`config.mk`:
```
export PLATFORM = sky130hd
export DESIGN_NAME = ascii_hex_decimal_byte_parser_flat
export DESIGN_NICKNAME = d
export VERILOG_FILES = /design/src/hdl/ahdbp_pkg.sv /design/src/hdl/ahdbp_if.sv /design/src/hdl/ascii_hex_decimal_byte_parser.sv /design/src/hdl/ahdbp_decode.sv /design/src/hdl/ahdbp_queue.sv /design/src/flat_wrapper.sv
export SDC_FILE = /design/constraint.sdc
export NUM_CORES = 1
export LEC_CHECK = 0
export BUFFER_PORTS_ARGS = -buffer_cell sky130_fd_sc_hd__buf_2
export CAP_MARGIN = 25
export CORE_MARGIN = 1.5
export CORE_UTILIZATION = 40
export CTS_BUF_LIST = sky130_fd_sc_hd__clkbuf_2 sky130_fd_sc_hd__clkbuf_4 sky130_fd_sc_hd__clkbuf_8
export DETAILED_ROUTE_END_ITERATION = 7
export PLACE_DENSITY_LB_ADDON = 0.12
export REMOVE_ABC_BUFFERS = 1
export SLEW_MARGIN = 5
export SYNTH_ARGS = -nofsm -noshare
export SYNTH_HDL_FRONTEND = slang
export SYNTH_SLANG_ARGS = --single-unit
```
`constraint.sdc`:
```
create_clock -name clock -period 9.3 [get_ports clock]
set_input_delay 2.79 -clock clock [delete_from_list [all_inputs] [get_ports clock]]
set_output_delay 2.79 -clock clock [all_outputs]
set_load 0.01 [all_outputs]
```
`src/hdl/ahdbp_pkg.sv`:
```
// shared types and constants for the ascii hex / decimal byte parser
// no dependencies; used by every other file of the block except ahdbp_if
`default_nettype none

package ahdbp_pkg;

   localparam int MAX_RESULTS = 3;
   localparam int QUEUE_DEPTH = 4;
   localparam int COUNT_W     = $clog2(QUEUE_DEPTH + 1);

   localparam logic [7:0] CHAR_NUL   = 8'h00;
   localparam logic [7:0] CHAR_LF    = 8'h0A;
   localparam logic [7:0] CHAR_HASH  = 8'h23;
   localparam logic [7:0] CHAR_COMMA = 8'h2C;
   localparam logic [9:0] BYTE_MAX   = 10'd255;

   typedef enum logic [1:0] {
      KIND_DATA   = 2'd0,
      KIND_SYNTAX = 2'd1,
      KIND_RANGE  = 2'd2,
      KIND_END    = 2'd3
   } kind_type;

   typedef enum logic [5:0] {
      PH_IDLE    = 6'b000001,
      PH_HEX1    = 6'b000010,
      PH_DEC1    = 6'b000100,
      PH_DEC2    = 6'b001000,
      PH_COMMENT = 6'b010000,
      PH_DONE    = 6'b100000
   } phase_type;

   typedef struct packed {
      kind_type   kind;
      logic [7:0] byte_value;
      logic       run_last;
   } result_type;

   // all results caused by one character
   typedef struct packed {
      logic [1:0]                   count;
      result_type [MAX_RESULTS-1:0] slot;
   } group_type;

   typedef struct packed {
      group_type  group;
      phase_type  phase;
      logic [7:0] partial;
   } decode_type;

endpackage

`default_nettype wire

```
`src/hdl/ahdbp_if.sv`:
```
// valid/ready channel interfaces for characters in and results out
// depends on nothing; field widths follow the block's payload
`default_nettype none

interface ahdbp_req_if;
   logic       valid;
   logic       ready;
   logic [7:0] text_char;
   logic       end_of_text;

   modport source (output valid, output text_char, output end_of_text, input ready);
   modport sink (input valid, input text_char, input end_of_text, output ready);
endinterface

interface ahdbp_rsp_if;
   logic       valid;
   logic       ready;
   logic [1:0] kind;
   logic [7:0] byte_value;
   logic       run_last;

   modport source (output valid, output kind, output byte_value, output run_last,
                   input ready);
   modport sink (input valid, input kind, input byte_value, input run_last,
                 output ready);
endinterface

`default_nettype wire

```
`src/hdl/ascii_hex_decimal_byte_parser.sv`:
```
// top level of the ascii hex / decimal byte parser
// depends on ahdbp_pkg, ahdbp_if, ahdbp_decode and ahdbp_queue
`default_nettype none

// Decodes one text character per req beat into data bytes, error results and
// an end result per stream; csr_wr_data selects hex pairs (0) or decimal (1).
// The combinational decode and the parse state update sit between the req beat
// and a four-entry result queue, whose registers hold the results until rsp
// takes them. The queue hands out one result per cycle while rsp is ready; req
// is taken whenever the queue holds at most one result, which gives one
// character per cycle while each character yields at most one result and rsp
// is ready.

module ascii_hex_decimal_byte_parser (
   input  wire          clock,
   input  wire          reset,
   input  wire          csr_wr_en,
   input  wire          csr_wr_data,
   ahdbp_req_if.sink    req_ch,
   ahdbp_rsp_if.source  rsp_ch
);

   ahdbp_pkg::phase_type  phase_ff;
   logic [7:0]            partial_ff;
   logic                  mode_ff;
   ahdbp_pkg::decode_type decode;
   logic                  room;
   logic                  take;

   assign req_ch.ready = room;
   assign take         = req_ch.valid && room;

   ahdbp_decode u_decode (
      .decimal_mode (mode_ff),
      .phase        (phase_ff),
      .partial      (partial_ff),
      .text_char    (req_ch.text_char),
      .end_of_text  (req_ch.end_of_text),
      .decode       (decode)
   );

   ahdbp_queue u_queue (
      .clock  (clock),
      .reset  (reset),
      .push   (take),
      .group  (decode.group),
      .room   (room),
      .rsp_ch (rsp_ch)
   );

   always_ff @(posedge clock) begin
      if (reset) begin
         phase_ff   <= ahdbp_pkg::PH_IDLE;
         partial_ff <= '0;
         mode_ff    <= 1'b0;
      end else begin
         if (take) begin
            phase_ff   <= decode.phase;
            partial_ff <= decode.partial;
         end
         if (csr_wr_en) begin
            mode_ff <= csr_wr_data;
         end
      end
   end

endmodule

`default_nettype wire

```
`src/hdl/ahdbp_decode.sv`:
```
// one-character decode step: results of the character and next parse state
// depends on ahdbp_pkg
`default_nettype none

module ahdbp_decode (
   input  wire                    decimal_mode,
   input  ahdbp_pkg::phase_type   phase,
   input  wire [7:0]              partial,
   input  wire [7:0]              text_char,
   input  wire                    end_of_text,
   output ahdbp_pkg::decode_type  decode
);

   always_comb begin
      logic [1:0]           cnt;
      ahdbp_pkg::group_type grp;
      ahdbp_pkg::phase_type ph;
      logic [7:0]           pv;
      logic                 dispatch;
      logic                 is_dec;
      logic                 is_hex;
      logic                 is_sep;
      logic [3:0]           hv;
      logic [9:0]           tsum;

      cnt      = 2'd0;
      grp      = '0;
      ph       = phase;
      pv       = partial;
      dispatch = 1'b0;
      tsum     = '0;

      is_dec = text_char inside {[8'h30:8'h39]};
      is_hex = is_dec || (text_char inside {[8'h41:8'h46], [8'h61:8'h66]});
      is_sep = (text_char inside {8'h20, [8'h09:8'h0D]}) || text_char == ahdbp_pkg::CHAR_COMMA;
      if (is_dec) begin
         hv = text_char[3:0];
      end else begin
         hv = text_char[3:0] + 4'd9;
      end

      case (phase)
         ahdbp_pkg::PH_DONE: begin
         end
         ahdbp_pkg::PH_COMMENT: begin
            if (text_char == ahdbp_pkg::CHAR_LF) begin
               ph = ahdbp_pkg::PH_IDLE;
            end else if (text_char == ahdbp_pkg::CHAR_NUL) begin
               ph = ahdbp_pkg::PH_DONE;
            end
         end
         ahdbp_pkg::PH_HEX1: begin
            if (is_hex) begin
               grp.slot[cnt] = '{ahdbp_pkg::KIND_DATA, {pv[3:0], hv}, 1'b0};
               cnt = cnt + 2'd1;
               pv  = '0;
               ph  = ahdbp_pkg::PH_IDLE;
            end else begin
               grp.slot[cnt] = '{ahdbp_pkg::KIND_DATA, pv, 1'b0};
               cnt      = cnt + 2'd1;
               pv       = '0;
               dispatch = 1'b1;
            end
         end
         ahdbp_pkg::PH_DEC1: begin
            if (is_dec) begin
               // pv holds one digit here, so the sum stays below 100
               pv = (pv << 3) + (pv << 1) + {4'd0, text_char[3:0]};
               ph = ahdbp_pkg::PH_DEC2;
            end else begin
               grp.slot[cnt] = '{ahdbp_pkg::KIND_DATA, pv, 1'b0};
               cnt      = cnt + 2'd1;
               pv       = '0;
               dispatch = 1'b1;
            end
         end
         ahdbp_pkg::PH_DEC2: begin
            if (is_dec) begin
               tsum = ({2'd0, pv} << 3) + ({2'd0, pv} << 1) + {6'd0, text_char[3:0]};
               pv   = '0;
               if (tsum > ahdbp_pkg::BYTE_MAX) begin
                  grp.slot[cnt] = '{ahdbp_pkg::KIND_RANGE, 8'd0, 1'b0};
                  ph = ahdbp_pkg::PH_DONE;
               end else begin
                  grp.slot[cnt] = '{ahdbp_pkg::KIND_DATA, tsum[7:0], 1'b0};
                  ph = ahdbp_pkg::PH_IDLE;
               end
               cnt = cnt + 2'd1;
            end else begin
               grp.slot[cnt] = '{ahdbp_pkg::KIND_DATA, pv, 1'b0};
               cnt      = cnt + 2'd1;
               pv       = '0;
               dispatch = 1'b1;
            end
         end
         default: begin
            dispatch = 1'b1;
         end
      endcase

      // start of a new token
      if (dispatch) begin
         ph = ahdbp_pkg::PH_IDLE;
         if (text_char == ahdbp_pkg::CHAR_NUL) begin
            ph = ahdbp_pkg::PH_DONE;
         end else if (text_char == ahdbp_pkg::CHAR_HASH) begin
            ph = ahdbp_pkg::PH_COMMENT;
         end else if (is_sep) begin
            ph = ahdbp_pkg::PH_IDLE;
         end else if (decimal_mode ? is_dec : is_hex) begin
            pv = {4'd0, hv};
            ph = decimal_mode ? ahdbp_pkg::PH_DEC1 : ahdbp_pkg::PH_HEX1;
         end else begin
            grp.slot[cnt] = '{ahdbp_pkg::KIND_SYNTAX, 8'd0, 1'b0};
            cnt = cnt + 2'd1;
            ph  = ahdbp_pkg::PH_DONE;
         end
      end

      if (end_of_text) begin
         if (ph == ahdbp_pkg::PH_HEX1 || ph == ahdbp_pkg::PH_DEC1 ||
             ph == ahdbp_pkg::PH_DEC2) begin
            grp.slot[cnt] = '{ahdbp_pkg::KIND_DATA, pv, 1'b0};
            cnt = cnt + 2'd1;
         end
         grp.slot[cnt] = '{ahdbp_pkg::KIND_END, 8'd0, 1'b0};
         cnt = cnt + 2'd1;
         ph  = ahdbp_pkg::PH_IDLE;
         pv  = '0;
      end

      grp.count      = cnt;
      decode.group   = grp;
      decode.phase   = ph;
      decode.partial = pv;
   end

endmodule

`default_nettype wire

```
`src/hdl/ahdbp_queue.sv`:
```
// result queue: takes a whole group of results per beat, hands out one per beat
// depends on ahdbp_pkg and ahdbp_rsp_if
`default_nettype none

module ahdbp_queue (
   input  wire                  clock,
   input  wire                  reset,
   input  wire                  push,
   input  ahdbp_pkg::group_type group,
   output logic                 room,
   ahdbp_rsp_if.source          rsp_ch
);

   ahdbp_pkg::result_type [ahdbp_pkg::QUEUE_DEPTH-1:0] q_ff, q_in;
   logic [ahdbp_pkg::COUNT_W-1:0]                      count_ff, count_in;
   logic [ahdbp_pkg::COUNT_W-1:0]                      cnt_pop;
   logic                                               pop;
   logic [ahdbp_pkg::COUNT_W-1:0]                      push_n;

   assign pop    = rsp_ch.valid && rsp_ch.ready;
   assign push_n = push ? ahdbp_pkg::COUNT_W'(group.count) : '0;

   // room for a full group even while one result still waits
   assign room = count_ff <= ahdbp_pkg::COUNT_W'(ahdbp_pkg::QUEUE_DEPTH - ahdbp_pkg::MAX_RESULTS);

   assign rsp_ch.valid      = count_ff != '0;
   assign rsp_ch.kind       = q_ff[0].kind;
   assign rsp_ch.byte_value = q_ff[0].byte_value;
   assign rsp_ch.run_last   = q_ff[0].run_last;

   assign cnt_pop  = count_ff - ahdbp_pkg::COUNT_W'(pop);
   assign count_in = cnt_pop + push_n;

   always_comb begin
      for (int j = 0; j < ahdbp_pkg::QUEUE_DEPTH; j++) begin
         if (pop && j < ahdbp_pkg::QUEUE_DEPTH - 1) begin
            q_in[j] = q_ff[j + 1];
         end else begin
            q_in[j] = q_ff[j];
         end
         for (int i = 0; i < ahdbp_pkg::MAX_RESULTS; i++) begin
            if (ahdbp_pkg::COUNT_W'(i) < push_n &&
                ahdbp_pkg::COUNT_W'(j) == cnt_pop + ahdbp_pkg::COUNT_W'(i)) begin
               q_in[j]          = group.slot[i];
               q_in[j].run_last = ahdbp_pkg::COUNT_W'(i + 1) == push_n;
            end
         end
      end
   end

   always_ff @(posedge clock) begin
      if (reset) begin
         count_ff <= '0;
      end else begin
         count_ff <= count_in;
      end
      q_ff <= q_in;
   end

   a_count_bound: assert property (@(posedge clock) disable iff (reset)
      count_ff <= ahdbp_pkg::COUNT_W'(ahdbp_pkg::QUEUE_DEPTH))
      else $error("result queue over capacity");

   a_group_whole: assert property (@(posedge clock) disable iff (reset)
      (pop && !q_ff[0].run_last) |-> count_ff >= ahdbp_pkg::COUNT_W'(2))
      else $error("result group split in queue");

   a_push_fits: assert property (@(posedge clock) disable iff (reset)
      (push_n != '0) |-> (int'(count_ff) + int'(push_n) <= ahdbp_pkg::QUEUE_DEPTH))
      else $error("group pushed without room");

   a_drain: assert property (@(posedge clock) disable iff (reset)
      (pop && push_n == '0) |=> count_ff == $past(count_ff) - ahdbp_pkg::COUNT_W'(1))
      else $error("queue count lost a pop");

endmodule

`default_nettype wire

```
`src/flat_wrapper.sv`:
```
// flat-port wrapper written by rule: the top's interface ports become plain ports
module ascii_hex_decimal_byte_parser_flat 
  (clock, reset, csr_wr_en, csr_wr_data, req_ch_valid, req_ch_text_char, req_ch_end_of_text, req_ch_ready, rsp_ch_valid, rsp_ch_kind, rsp_ch_byte_value, rsp_ch_run_last, rsp_ch_ready);
  ahdbp_req_if req_ch_i ();
  ahdbp_rsp_if rsp_ch_i ();
  input  wire clock;
  input  wire reset;
  input  wire csr_wr_en;
  input  wire csr_wr_data;
  input wire logic [$bits(req_ch_i.valid)-1:0] req_ch_valid;
  input wire logic [$bits(req_ch_i.text_char)-1:0] req_ch_text_char;
  input wire logic [$bits(req_ch_i.end_of_text)-1:0] req_ch_end_of_text;
  output wire logic [$bits(req_ch_i.ready)-1:0] req_ch_ready;
  output wire logic [$bits(rsp_ch_i.valid)-1:0] rsp_ch_valid;
  output wire logic [$bits(rsp_ch_i.kind)-1:0] rsp_ch_kind;
  output wire logic [$bits(rsp_ch_i.byte_value)-1:0] rsp_ch_byte_value;
  output wire logic [$bits(rsp_ch_i.run_last)-1:0] rsp_ch_run_last;
  input wire logic [$bits(rsp_ch_i.ready)-1:0] rsp_ch_ready;
  assign req_ch_i.valid = req_ch_valid;
  assign req_ch_i.text_char = req_ch_text_char;
  assign req_ch_i.end_of_text = req_ch_end_of_text;
  assign req_ch_ready = req_ch_i.ready;
  assign rsp_ch_valid = rsp_ch_i.valid;
  assign rsp_ch_kind = rsp_ch_i.kind;
  assign rsp_ch_byte_value = rsp_ch_i.byte_value;
  assign rsp_ch_run_last = rsp_ch_i.run_last;
  assign rsp_ch_i.ready = rsp_ch_ready;
  ascii_hex_decimal_byte_parser u_core (.clock(clock), .reset(reset), .csr_wr_en(csr_wr_en), .csr_wr_data(csr_wr_data), .req_ch(req_ch_i), .rsp_ch(rsp_ch_i));
endmodule
```
After elaboration in Yosys (flattened, before gate mapping)
Index checks and enable logic that the tools add are counted.
{ "word_totals": {"regBits": 62, "word_cells": 189} }
{ "classes": {"eq_ne": 24, "muxes": 73, "bitwise_logic": 6, "reduce_logical": 39, "magnitude_cmp": 19, "n_addsub": 12} }
{ "op_table": {"columns": ["op", "n"], "rows": [
  ["$mux 33", 8],
  ["$mux 11", 20],
  ["$mux 6", 12],
  ["$demux 11 s2", 3],
  ["$mux 8", 7],
  ["$bwmux 33", 1],
  ["$pmux 11 s3", 1],
  ["$and 10x30->30", 1],
  ["$not 30->30", 1],
  ["$and 27x27->27", 1],
  ["$not 27->27", 1],
  ["$eq 8x6->1 const B", 3],
  ["$pmux 6 s4", 1],
  ["$logic_and 1x1->1", 21],
  ["$eq 2x3->1 const A", 6],
  ["$mux 2", 9],
  ["$mux 9", 2],
  ["$ge 8x7->1 const B", 2],
  ["$le 8x7->1 const B", 2],
  ["$pmux 8 s2", 1],
  ["$eq 6x2->1 const B", 2],
  ["$eq 6x3->1 const B", 2],
  ["$eq 6x4->1 const B", 2],
  ["$reduce_bool 4->1", 3],
  ["39 further kinds", 61]
]} }

Longest topological paths before layout
{ "depth": {"ltp_word": 25, "ltp_mapped": 21} }

By module
A second synthesis with hierarchy kept.
{ "unflattened": {"hier_cells": 646, "hier_area_um2": 5879.4} }
{ "by_module_without_submodules": {"columns": ["module", "n_inst", "seq_area_each_um2", "area_each_um2", "cells_each"], "rows": [
  ["ahdbp_queue", 1, 1381.3, 3141.8, 304],
  ["ahdbp_decode", 1, 0.0, 2050.7, 274],
  ["ascii_hex_decimal_byte_parser", 1, 300.3, 686.9, 68]
]} }

Least setup slack after synthesis
OpenSTA, ideal clock, no wires.
{ "synth_path": {"kind": "in2reg", "startpoint": "input port req_ch_text_char[0]", "endpoint": "register u_core.u_queue.q_ff[33] (netlist bit), enable pin", "arrival_ns": 7.328, "stages": 17, "path_slack_ns": 1.552, "t_required_ns": 8.880, "path_cell_list": "inv_1 ha_1 o21ba_2 o21ai_1 inv_1 a211oi_4 o211a_4 mux2i_4 ha_1 nor2_1 a21oi_1 ha_1 nand2b_1 nor2_1 mux2i_2 nand2_1 o311ai_0"} }
{ "synth_between": {"elab_chain_len": 21, "elab_cells_between_ends": 65, "cone_classes": "add/sub (4); order compare (12); eq/ne (7); mux (27); reduce/logical (15)"} }
{ "synth_rtl": {"columns": ["element", "line", "text"], "rows": [
  ["start, declared", "flat_wrapper.sv:11", "input wire logic [$bits(req_ch_i.text_char)-1:0] req_ch_text_char;"],
  ["branches (longest 16 deep; another with $add 10x4->10)", null, null],
  ["$mux 2 (*)", "ahdbp_decode.sv:120", "if (end_of_text) begin"],
  ["$mux 2 (*)", "ahdbp_queue.sv:21", "assign push_n = push ? ahdbp_pkg::COUNT_W'(group.count) : '0;"],
  ["$lt 1x2->1 / $lt 2x2->1 (equally long branches)", "ahdbp_queue.sv:42", "if (ahdbp_pkg::COUNT_W'(i) < push_n &&"],
  ["$logic_and 1x1->1", "ahdbp_queue.sv:42", null],
  ["$reduce_bool 3->1 (no line) (*)", null, null],
  ["end signal, assigned", "ahdbp_queue.sv:57", "q_ff <= q_in;"],
  ["end, declared", "ahdbp_queue.sv:14", "ahdbp_pkg::result_type [ahdbp_pkg::QUEUE_DEPTH-1:0] q_ff, q_in;"]
]} }
Every way passes the cells marked *. The select of a mux whose other input is x is not followed.
A chain may end at the register's enable or synchronous reset.

Worst setup path after layout
{ "layout_path": {"startpoint": "input port req_ch_text_char[0]", "endpoint": "register u_core.u_queue.q_ff[23] (netlist bit), enable pin"} }
{ "layout_between": {"elab_chain_len": 21, "elab_cells_between_ends": 65, "cone_classes": "add/sub (4); order compare (12); eq/ne (7); mux (27); reduce/logical (15)"} }
{ "layout_rtl": {"columns": ["element", "line"], "rows": [
  ["branches (longest 16 deep; another with $add 10x4->10)", null],
  ["$mux 2 (*)", "ahdbp_decode.sv:120"],
  ["$mux 2 (*)", "ahdbp_queue.sv:21"],
  ["$lt 1x2->1 / $lt 2x2->1 (equally long branches)", "ahdbp_queue.sv:42"],
  ["$logic_and 1x1->1", "ahdbp_queue.sv:42"],
  ["$reduce_bool 4->1 (no line) (*)", null]
]} }
Marks and branches as above.

==> results.json <==
{
  "outcome": "finished clean",
  "worstSetupEndpointType": "register",
  "clk_latency_ns": 0.36,
  "syn_area_um2": 5090,
  "rsz0062_at_grt": "no",
  "setup_ws_ns": 1.05,
  "swShare_pct": 38.3,
  "p_per_area_nw_per_um2": 216,
  "clock-sinks": 62,
  "place_ws_ns": 0.763,
  "p_sw_uw": 450,
  "drive_above_1_share_pct": 10.7,
  "cap_violations": 0,
  "grt_util_all_layers_pct": 25.2,
  "min_period_over_period_pct": 88.7,
  "syn_to_final_growth_pct": 6.79,
  "setup-violations-final": 0,
  "wl_met2_um": 6760,
  "dp_hpwl_um": 12200,
  "synth_cells": 571,
  "vias": 4620,
  "cts_resized": 0,
  "finalClockSkew_ns": 0.0125,
  "cts_max_path_buffers": 2,
  "antenna_found_initial": 0,
  "async_reset_ff_share_pct": 0,
  "antenna_cells": 0,
  "hold_viol": 0,
  "drtAntennaViolNets": 0,
  "drt_pass1_iterations": 5,
  "drt_iter0_drc": 428,
  "dr_wl_met3_um": 1400,
  "fmax_ghz": 0.121,
  "crit_path_start": "req_ch_text_char[0]",
  "synth.avg_cell_area_um2": 8.91,
  "path_clk_slew_ns": 0.08,
  "arrival_ns": 8.25,
  "crit_buf_inv": 3,
  "start_util_pct": 40.6,
  "slew_headroom_pct": 36.3,
  "grt_pass1_wl_um": 25100,
  "hold_path_startpoint": "u_core.phase_ff[2]",
  "placed_cells": 736,
  "ys_ff_latch": 62,
  "worst-setup-path-type": "in2reg",
  "yosys_most_used_dff": "edfxtp_1",
  "clockPowerShare_pct": 20.4,
  "port-buffer-count": 27,
  "setup_tns_ns": 0,
  "fin_cells": 752,
  "grt_pass1_vias": 4414,
  "cts_tree": "built",
  "cts-root-buf": "clkbuf_8",
  "combPwrFrac_pct": 39.4,
  "slew_violations": 0,
  "cp_common_cell": "ha_1",
  "yosysSeqAreaShare_pct": 33.1,
  "grt-ovfl-total": 0,
  "path_delay_family": "compound AO/OA/AOI/OAI gates",
  "power_mw": 1.17,
  "critPathRequiredTime_ns": 9.30,
  "routedWlPerCell_um": 21.4,
  "io_pins": 28,
  "synth_warnings": 0,
  "internal-power_uw": 724,
  "crit_path_start_kind": "primary input",
  "met1Wirelength_um": 7400,
  "ir_worst_vdd_uv": 125,
  "hold_class": "reg2reg",
  "fin_crit_ns": 8.25,
  "wl_um": 16100,
  "post_cts_buffers": 0,
  "drc": 0,
  "htreeDepth": 3,
  "r2r-start": "u_core.phase_ff[1]",
  "pwr-share-seq_pct": 40.2,
  "viasPerCell": 6.14,
  "cts_buffers": 9,
  "leakage_nw": 2.11,
  "die-area_um2": 13400,
  "grt_max_degree": 28,
  "dieHeight_um": 116,
  "gp_congestion": 0.973,
  "rows": 41,
  "core_area_um2": 12500,
  "cp_cell_sequence": "buf_2 -> inv_1 -> ha_1 -> o21ba_2 -> o21ai_1 -> inv_1 -> a211oi_4 -> o211a_4 -> mux2i_4 -> ha_1 -> nor2_1 -> a21oi_1 -> ha_1 -> nand3_1 -> nand2_1 -> nand4_1 -> o21ai_1 -> or3_1",
  "synth-edff-count": 44,
  "crit_fanout": 13,
  "nets": 625,
  "postCtsHoldBufs": 0,
  "synth_cell_types": 77,
  "die_x_um": 116,
  "slowest_delay_ns": 0.65,
  "topRoutingLayerUsed": "met4",
  "tightestPinTransition_ns": 0.948,
  "critPathSlowestCell": "o21ai_1"
}
==> logic make-up after synthesis <==
kind of cell               after synthesis  synth area share, %
DFF                                     62                 33.1
xor gates and xnor gates                 9                 1.92
buffers and inverters                   67                 6.52
adders and majority gates               36                 9.27
and+or+nand+nor                        196                 19.4
muxes                                   37                 7.62
AOI/OAI and AO/OA                      164                 22.2
==> through the flow <==
stage | instance area (µm²) | hold slack [ns] | utilization (%)
floorplan | 4860 | 0.464 | -
global placement | 5250 | 0.513 | 41.9
detailed placement | 5250 | 0.524 | 41.9
CTS | 5430 | 0.535 | 43.4
global route | 5430 | 0.587 | 43.4
finish | 5430 | 0.539 | 43.4
==> registers in the layout, summed over array words and instances, names as in the netlist <==
register                          flops
u_core.mode_ff                        1
u_core.partial_ff                     8
u_core.u_queue.rsp_ch.kind            2
u_core.u_queue.q_ff                  33
u_core.u_queue.rsp_ch.run_last        1
u_core.phase_ff                       6
u_core.u_queue.count_ff               3
u_core.u_queue.rsp_ch.byte_value      8
==> per-layer routing <==
| metal | vias up | track usage (%) |
|---|---|---|
| met4 | 0 | 9.84 |
| met2 | 204 | 36.1 |
| met5 | - | 0 |
| met3 | 35 | 6.12 |
| li1 | 2169 | - |
| met1 | 2212 | 36.4 |
==> cell usage after synthesis, types with 18 or more instances <==
| master | instances | area [µm²] |
|---|---|---|
| ha_1 | 32 | 400 |
| dfxtp_1 | 18 | 360 |
| clkbuf_1 | 18 | 67.6 |
| nand2_1 | 49 | 184 |
| edfxtp_1 | 44 | 1320 |
| inv_1 | 28 | 105 |
| nor2_1 | 48 | 180 |
| o21ai_0 | 27 | 135 |
| a21oi_1 | 29 | 145 |
| mux2i_1 | 34 | 340 |
| o22ai_1 | 27 | 169 |
| nand3_1 | 30 | 150 |
==> cell type report <==
type | instances | area [µm²]
Clock buffer | 9 | 124
Clock inverter | 7 | 63.8
Fill cell | 1285 | 7080
Inverter | 29 | 109
Multi-Input combinational cell | 442 | 3070
Sequential cell | 62 | 1680
Tap cell | 172 | 215
Timing Repair Buffer | 31 | 165
==> cells in the final DEF, fill, tap and decap left out, drive strengths merged, types with 12 or more instances in the layout <==
cell | netlist | final
nor3 | 12 | 12
a21oi | 29 | 29
mux2i | 36 | 36
buf | 20 | 31
edfxtp | 44 | 44
nand3 | 31 | 31
ha | 32 | 32
dfxtp | 18 | 18
nand2 | 49 | 49
o22ai | 27 | 27
inv | 29 | 30
nor2 | 48 | 48
o21ai | 31 | 31
==> power by group through the flow <==
| stage | Combinational (mW) | Sequential (mW) | Clock, mW |
|---|---|---|---|
| 2_1_floorplan | 0.298 | 0.480 | 0 |
| 3_3_place_gp | 0.456 | 0.477 | 0 |
| 3_5_place_dp | 0.456 | 0.478 | 0 |
| 4_1_cts | 0.459 | 0.472 | 0.247 |
| 5_1_grt | 0.516 | 0.482 | 0.257 |
| 6_report | 0.462 | 0.472 | 0.239 |
==> final timing paths <==
path	to	slack [ns]	cells past startpoint
hold / removal	u_core.phase_ff[2]	0.54	2
setup / recovery	u_core.u_queue.q_ff[23]	1.05	18
setup reg to reg	u_core.u_queue.q_ff[23]	3.48	14
hold reg to reg	u_core.phase_ff[2]	0.54	2
==> worst register-to-register path: cells and delay by family, from the launching register on <==
family,cells,cell delay (ns)
simple gates,6,2.01
fa+ha+maj,3,0.99
mux,1,0.41
compound gates,4,1.63
flops,1,0.42
(Power assumes the default switching activity.)
